### src/hdl/wann_pkg.sv
// Shared types, constants and codes for the wrapped-angle nearest node search.
package wann_pkg;

    localparam int JOINTS   = 3;
    localparam int ANG_W    = 15;
    localparam int M_W      = 14;
    localparam int SQ_W     = 2 * M_W;
    localparam int DIST_W   = 29;
    localparam int IDX_W    = 10;
    localparam int CNT_W    = IDX_W + 1;
    localparam int DEPTH_W  = 10;
    localparam int LANES    = 4;
    localparam int LANE_W   = 2;
    localparam int ROW_W    = IDX_W - LANE_W;
    localparam int ROWS     = 1 << ROW_W;
    localparam int NODES    = 1 << IDX_W;
    localparam int PADDR_W  = 3;

    localparam logic [ANG_W-1:0]   FULL_TURN = ANG_W'(360 * 64);
    localparam logic [DIST_W-1:0]  DIST_MAX  = '1;
    localparam logic [DEPTH_W-1:0] DEPTH_MAX = '1;

    localparam logic KIND_QUERY  = 1'b0;
    localparam logic KIND_INSERT = 1'b1;

    localparam logic [1:0] RESET_ACTIVE_JOINTS = 2'd3;
    localparam logic       REG_ACTIVE_JOINTS   = 1'b0;

    typedef enum logic [1:0] {
        ST_OK    = 2'd0,
        ST_DUP   = 2'd1,
        ST_EMPTY = 2'd2,
        ST_FULL  = 2'd3
    } status_t;

    typedef logic [JOINTS-1:0][ANG_W-1:0] angle_vec_t;

    typedef struct packed {
        logic              valid;
        logic              same;
        logic [DIST_W-1:0] sum_sq;
    } lane_res_t;

    typedef struct packed {
        logic              dup;
        logic [IDX_W-1:0]  dup_idx;
        logic [IDX_W-1:0]  best_idx;
        logic [DIST_W-1:0] best_dist;
    } merge_res_t;

endpackage

### src/hdl/wann_merge.sv
// Combines the lane results of each row, then folds them into the running best.
module wann_merge (
    input  logic                                  aclk,
    input  logic                                  aresetn,
    input  logic                                  clear,
    input  wann_pkg::lane_res_t [wann_pkg::LANES-1:0] lanes,
    output wann_pkg::merge_res_t                  result
);

    logic                            a_valid_reg;
    logic [wann_pkg::DIST_W-1:0]     a_dist_reg;
    logic [wann_pkg::LANE_W-1:0]     a_lane_reg;
    logic                            a_dup_reg;
    logic [wann_pkg::LANE_W-1:0]     a_dup_lane_reg;
    logic [wann_pkg::ROW_W-1:0]      row_reg;
    logic                            have_reg;
    wann_pkg::merge_res_t            best_reg;

    logic                            lo_valid, hi_valid, row_valid;
    logic [wann_pkg::DIST_W-1:0]     lo_dist, hi_dist, row_dist;
    logic [wann_pkg::LANE_W-1:0]     lo_lane, hi_lane, row_lane;
    logic                            row_dup;
    logic [wann_pkg::LANE_W-1:0]     row_dup_lane;
    logic [wann_pkg::IDX_W-1:0]      a_idx, a_dup_idx;

    // Two-level tree; the right side wins only when strictly closer,
    // so ties go to the lower node index.
    always_comb begin
        lo_valid = lanes[0].valid;
        lo_dist  = lanes[0].sum_sq;
        lo_lane  = wann_pkg::LANE_W'(0);
        if (lanes[1].valid && (!lanes[0].valid || lanes[1].sum_sq < lanes[0].sum_sq)) begin
            lo_valid = 1'b1;
            lo_dist  = lanes[1].sum_sq;
            lo_lane  = wann_pkg::LANE_W'(1);
        end
        hi_valid = lanes[2].valid;
        hi_dist  = lanes[2].sum_sq;
        hi_lane  = wann_pkg::LANE_W'(2);
        if (lanes[3].valid && (!lanes[2].valid || lanes[3].sum_sq < lanes[2].sum_sq)) begin
            hi_valid = 1'b1;
            hi_dist  = lanes[3].sum_sq;
            hi_lane  = wann_pkg::LANE_W'(3);
        end
        row_valid = lo_valid;
        row_dist  = lo_dist;
        row_lane  = lo_lane;
        if (hi_valid && (!lo_valid || hi_dist < lo_dist)) begin
            row_valid = 1'b1;
            row_dist  = hi_dist;
            row_lane  = hi_lane;
        end
        row_dup      = 1'b0;
        row_dup_lane = '0;
        for (int l = wann_pkg::LANES - 1; l >= 0; l--) begin
            if (lanes[l].valid && lanes[l].same) begin
                row_dup      = 1'b1;
                row_dup_lane = wann_pkg::LANE_W'(l);
            end
        end
    end

    assign a_idx     = {row_reg, a_lane_reg};
    assign a_dup_idx = {row_reg, a_dup_lane_reg};

    always_ff @(posedge aclk) begin
        if (!aresetn) begin
            a_valid_reg  <= 1'b0;
            row_reg      <= '0;
            have_reg     <= 1'b0;
            best_reg.dup <= 1'b0;
        end else begin
            a_valid_reg <= row_valid;
            if (clear) begin
                row_reg      <= '0;
                have_reg     <= 1'b0;
                best_reg.dup <= 1'b0;
            end else if (a_valid_reg) begin
                row_reg <= row_reg + 1'b1;
                if (!have_reg || a_dist_reg < best_reg.best_dist) begin
                    have_reg           <= 1'b1;
                    best_reg.best_dist <= a_dist_reg;
                    best_reg.best_idx  <= a_idx;
                end
                if (a_dup_reg && !best_reg.dup) begin
                    best_reg.dup     <= 1'b1;
                    best_reg.dup_idx <= a_dup_idx;
                end
            end
        end
        a_dist_reg     <= row_dist;
        a_lane_reg     <= row_lane;
        a_dup_reg      <= row_dup;
        a_dup_lane_reg <= row_dup_lane;
    end

    assign result = best_reg;

endmodule

### config.mk
export PLATFORM = sky130hd
export DESIGN_NAME = wann_merge
export DESIGN_NICKNAME = d
export VERILOG_FILES = /design/src/hdl/wann_pkg.sv /design/src/hdl/wann_merge.sv
export SDC_FILE = /design/constraint.sdc
export NUM_CORES = 1
export LEC_CHECK = 0
export ABC_AREA = 1
export BUFFER_PORTS_ARGS = -buffer_cell sky130_fd_sc_hd__buf_2
export CORE_ASPECT_RATIO = 0.8
export CORE_UTILIZATION = 50
export CTS_CLUSTER_DIAMETER = 50
export DETAILED_ROUTE_END_ITERATION = 10
export GPL_TIMING_DRIVEN = 1
export HOLD_SLACK_MARGIN = 0.12
export PLACE_DENSITY_LB_ADDON = 0.3
export SLEW_MARGIN = 20
export SYNTH_ARGS = -nofsm -noshare
export SYNTH_HDL_FRONTEND = slang
export SYNTH_SLANG_ARGS = --single-unit
### constraint.sdc
create_clock -name aclk -period 7.92 [get_ports aclk]
set_input_delay 1.584 -clock aclk [delete_from_list [all_inputs] [get_ports aclk]]
set_output_delay 1.584 -clock aclk [all_outputs]
set_load 0.05 [all_outputs]
Yosys cells after proc, flatten, opt, wreduce, memory -nomap -nowiden:

Index checks and enable logic that the tools add are counted.

* add/subtract/negate cells: 1
* order comparisons: 4
* muxes and demuxes: 13
* bitwise logic cells: 2
* reduce and logical (&&, ||, !) cells: 24

Operators by type and width (number)
* $lt A29 B29 Y1: 4
* $mux W29: 3
* $add A8 B1 Y8 const B: 1
* $logic_and A1 B1 Y1: 8
* $reduce_and A4 Y1: 2
* $mux W1: 7
* $mux W2: 3
* $logic_not A1 Y1: 5
* $logic_or A1 B1 Y1: 4
* $reduce_and A2 Y1: 2
* $reduce_or A2 Y1: 2
* $reduce_or A3 Y1: 1
* $not A1 Y1: 2

* bits in registers: 94
* input bits: 127
* output and inout port bits: 50
* word-level logic and storage cells: 56

Depth between registers and ports, before layout:

* word-level depth: 8
* mapped depth: 31
* gate-level depth less buffers: 28

Worst setup path before layout:

No wires, ideal clock.

* kind: input -> register
* start: input lanes[28] in the netlist's numbering
* end: register a_dist_reg[10] in the netlist's numbering
* setup time: 113 ps
* arrival time: 4872 ps
* required time: 7807 ps
* slack: 2936 ps
* stages on the path: 29
* path buffers: 3
* cell sequence: inv_1 -> ha_1 -> nand2_1 -> nor2_1 -> and2_1 -> nand2_1 -> nor2_1 -> nand2_1 -> nand2_1 -> nand2_1 -> nand2_2 -> buf_2 -> clkbuf_1 -> nand2_1 -> o21ai_0 -> inv_1 -> ha_1 -> a21oi_1 -> nor2_1 -> a211oi_1 -> nor2_1 -> or4_1 -> a21oi_1 -> nand2_1 -> nand2_4 -> nand2_4 -> buf_6 -> nand2_1 -> nand2_1

* word-level cells in the longest chain between the ends: 8
* elaborated cells between the ends (all ways): 10
* classes of those cells: 2 x order compare; 3 x mux; 5 x reduce/logical

Ends and longest elaborated chain
* start, declared: RTL line wann_merge.sv:6 `input wann_pkg::lane_res_t [wann_pkg::LANES-1:0] lanes,`
* $lt A29 B29 Y1: RTL line wann_merge.sv:32 `if (lanes[1].valid && (!lanes[0].valid || lanes[1].sum_sq < lanes[0].sum_sq)) begin`
* $logic_or A1 B1 Y1: RTL line wann_merge.sv:32
* $logic_and A1 B1 Y1: RTL line wann_merge.sv:32
* $mux W29 / $mux W1 (equally long branches): RTL line wann_merge.sv:32
* $lt A29 B29 Y1 / $logic_not A1 Y1 (equally long branches): RTL line wann_merge.sv:48 `if (hi_valid && (!lo_valid || hi_dist < lo_dist)) begin`
* $logic_or A1 B1 Y1: RTL line wann_merge.sv:48
* $logic_and A1 B1 Y1: RTL line wann_merge.sv:48
* $mux W29 (*): RTL line wann_merge.sv:48
* named net row_dist, one bit: RTL line wann_merge.sv:20 `logic [wann_pkg::DIST_W-1:0] lo_dist, hi_dist, row_dist;`
* end signal, assigned: RTL line wann_merge.sv:91 `a_dist_reg <= row_dist;`
* end, declared: RTL line wann_merge.sv:11 `logic [wann_pkg::DIST_W-1:0] a_dist_reg;`

The timed path passes the listed nets; every way through them passes the cells marked *.
A chain may end at the register's enable or synchronous reset.

Worst setup path after layout:

* start: input lanes[90] in the netlist's numbering
* end: register a_dist_reg[15] in the netlist's numbering

* word-level cells in the longest chain between the ends: 8
* elaborated cells between the ends (all ways): 9
* classes of those cells: 2 x order compare; 3 x mux; 4 x reduce/logical

Ends and longest elaborated chain
* $lt A29 B29 Y1: RTL line wann_merge.sv:40 `if (lanes[3].valid && (!lanes[2].valid || lanes[3].sum_sq < lanes[2].sum_sq)) begin`
* $logic_or A1 B1 Y1: RTL line wann_merge.sv:40
* $logic_and A1 B1 Y1: RTL line wann_merge.sv:40
* $mux W29: RTL line wann_merge.sv:40
* $lt A29 B29 Y1: RTL line wann_merge.sv:48
* $logic_or A1 B1 Y1: RTL line wann_merge.sv:48
* $logic_and A1 B1 Y1: RTL line wann_merge.sv:48
* $mux W29 (*): RTL line wann_merge.sv:48
* named net row_dist, one bit: RTL line wann_merge.sv:20

Marked as above.

==> impl_results.md <==
* Status: completed
* Post-synth top flop: edfxtp_1
* First-pass DRT Iterations at 5
* Vias in the first global route at 5428
* Vias per cell at 4.90
* Reg-to-Reg Start: result[4]$_DFFE_PP_
* Post_cts resized at 0
* Synth Net Count at 1124
* Most frequent cell after synthesis: nand2_1
* Root Buffer: clkbuf_16
* Final WS setup at 1.47 ns
* Post-detail-place hpwl at 13100 um
* Die area at 13900 um2
* Pwr Density at 179 nW/um2
* Synth area leaders: edfxtp_1, ha_1, nand2_1
* Setup tns final at 0 ns
* Hold-fix buffer count after cts at 0
* Commonest cells in the netlist: nand2_1, inv_1, ha_1
* H-Tree Depth at 3
* Hold EP: result[30]$_DFFE_PP_
* CP max stage cell: clkinv_1
* Antenna violations before repair at 0
* Crit path from: lanes[90]
* Top Ports at 177
* Metal3 WL at 1110 um
* R2R depth at 12
* CP required at 8.15 ns
* Mapped cell area at 6700 um2
* Final Critical Period at 6.45 ns
* Max Clock Freq at 0.155 GHz
* Final antenna-violating net count at 0
* Initial core utilization at 0.517
* Met2 WL at 6380 um
* First-pass GRT wire length at 25600 um
* CTS tree: done
* Critical path's largest stage delay at 0.79 ns
* Critical path type: in2reg
* Reg2Reg Setup Slack at 5.05 ns
* Row count at 37
* Syn avg cell area at 7.58 um2
* CP most frequent cell: nand2_1
* Crit path DAT at 6.68 ns
* Mapped Cells at 884
* Total GRT Usage at 0.232
* Fraction of layout instances using a drive strength above 1 at 0.190
* Sequential share of the synthesized area at 0.354
* Area grow syn2layout at 19.5%
* Yosys cell types at 30
* Final setup fails at 0
* Worst slew pin tran at 1.01 ns
* Clock buffer count from CTS at 9
* Hold path cells at 0
* CP max FO at 45
* Iteration-0 DRC Markers at 342
* Tcrit/Tclk final at 0.814
* Ys async rst share at 0
* Hold_sp: a_lane_reg[1]$_DFF_P_
* Post-route DRC violation count at 0
* Yosys reg bits at 94
* Vias at 6040
* Largest net degree at the start of global routing at 46
* Nets at 1293
* Clk Latency, worst-skew pair at 0.35 ns
* Gr ovfl total at 0
* N_diodes at 0
* Routed wire length at 15700 um
* Yosys top cell area share at 0.220
* Worst slew margin at 0.320
* Setup bufs post-CTS at 0
* I/O Buffers at 176
* GPL Wtd Cong at 0.911
* CP Capture Type: flip-flop
* Fin Clk Skew at 0.00915 ns
* Hold Crit Class: reg2reg
* Core area at 13000 um2
* Die Y at 106 um
* Max clock buf depth at 2
* Max Cap Violations at 0
* Area leader, netlist: edfxtp_1
* DR WL/cell at 12.7 um
* EDFF count, synth at 49
* RSZ-0062 raised after global routing: no
* Metal-1 WL at 7940 um
* Pwr Total at 1430 uW
* VDD IR max at 101 uV
* DIE WIDTH at 131 um
* Yosys warnings at 0
* Leakage at 0.00442 uW
* Final hold violation count at 0
* Clk slew on worst S/H paths at 0.07 ns
* Pins over their slew limit at 0
* Max reg flops at 50
* Post-place setup slack at 1.52 ns
* Reg2reg end: result[18]$_DFFE_PP_
* Crit start category: primary input
* CTS sink count at 94
* Max Used Layer: met4
==> logic make-up after synthesis <==
kind of cell             count (synthesis)  share of synthesized area
AO/OA/AOI/OAI                          128                      0.103
adder cells (fa/ha/maj)                113                      0.211
buffers and inverters                  186                      0.112
flip-flops                              94                      0.354
AND/OR/NAND/NOR                        363                      0.220
==> where the power goes <==
part	internal, uW	switching, uW
Combinational	148	258
Clock	224	201
Sequential	569	31.5
==> worst max path at each step <==
stage	end	slack, ns
2_1_floorplan	a_dist_reg[10]$_DFF_P_	2.94
3_3_place_gp	a_dist_reg[14]$_DFF_P_	1.66
3_5_place_dp	a_dist_reg[26]$_DFF_P_	1.52
4_1_cts	a_dist_reg[26]$_DFF_P_	1.88
5_1_grt	a_dist_reg[1]$_DFF_P_	0.98
6_report	a_dist_reg[15]$_DFF_P_	1.47
==> critical path: cells and delay by family <==
| family | cells | cell delay, ns |
|---|---|---|
| and+or+nand+nor | 16 | 2.37 |
| buffers and inverters | 3 | 0.90 |
| adders and majority gates | 2 | 0.62 |
| AOI/OAI and AO/OA | 4 | 1.20 |
==> placed cells by master, fill, tap and decap left out, types with 7 or more instances in the layout <==
cell and count:
o21ai_0 63, a21oi_1 46, inv_1 163, dfxtp_1 45
edfxtp_1 49, clkbuf_16 9, nand4_1 9, a211oi_1 7
nand3_1 40, buf_2 176, nor2_1 47, nand2_1 252
ha_1 113, nor3_1 7
==> area by class of cell <==
cell class | instances | area [um2]
clock inverter | 7 | 75.1
tap | 175 | 219
fill | 1145 | 4950
multi-input combinational | 604 | 3590
clock buffer | 9 | 225
timing repair buffer | 180 | 911
sequential | 94 | 2370
inverter | 164 | 616
==> through the flow <==
step | hold slack [ns] | util | std cells | cell area, um2
6_report | 0.412 | 0.618 | 1233 | 8010
5_1_grt | 0.429 | 0.618 | 1233 | 8010
4_1_cts | 0.411 | 0.618 | 1233 | 8010
3_5_place_dp | 0.394 | 0.595 | 1217 | 7710
3_3_place_gp | 0.387 | 0.595 | 1217 | 7710
2_1_floorplan | 0.386 | - | 884 | 6700
==> metal layers <==
layer,up-vias,track usage
met5,-,0
met4,0,0.0673
met3,17,0.0428
met2,198,0.348
met1,2621,0.336
li1,3204,-
Power figures use the tool's default switching activity.
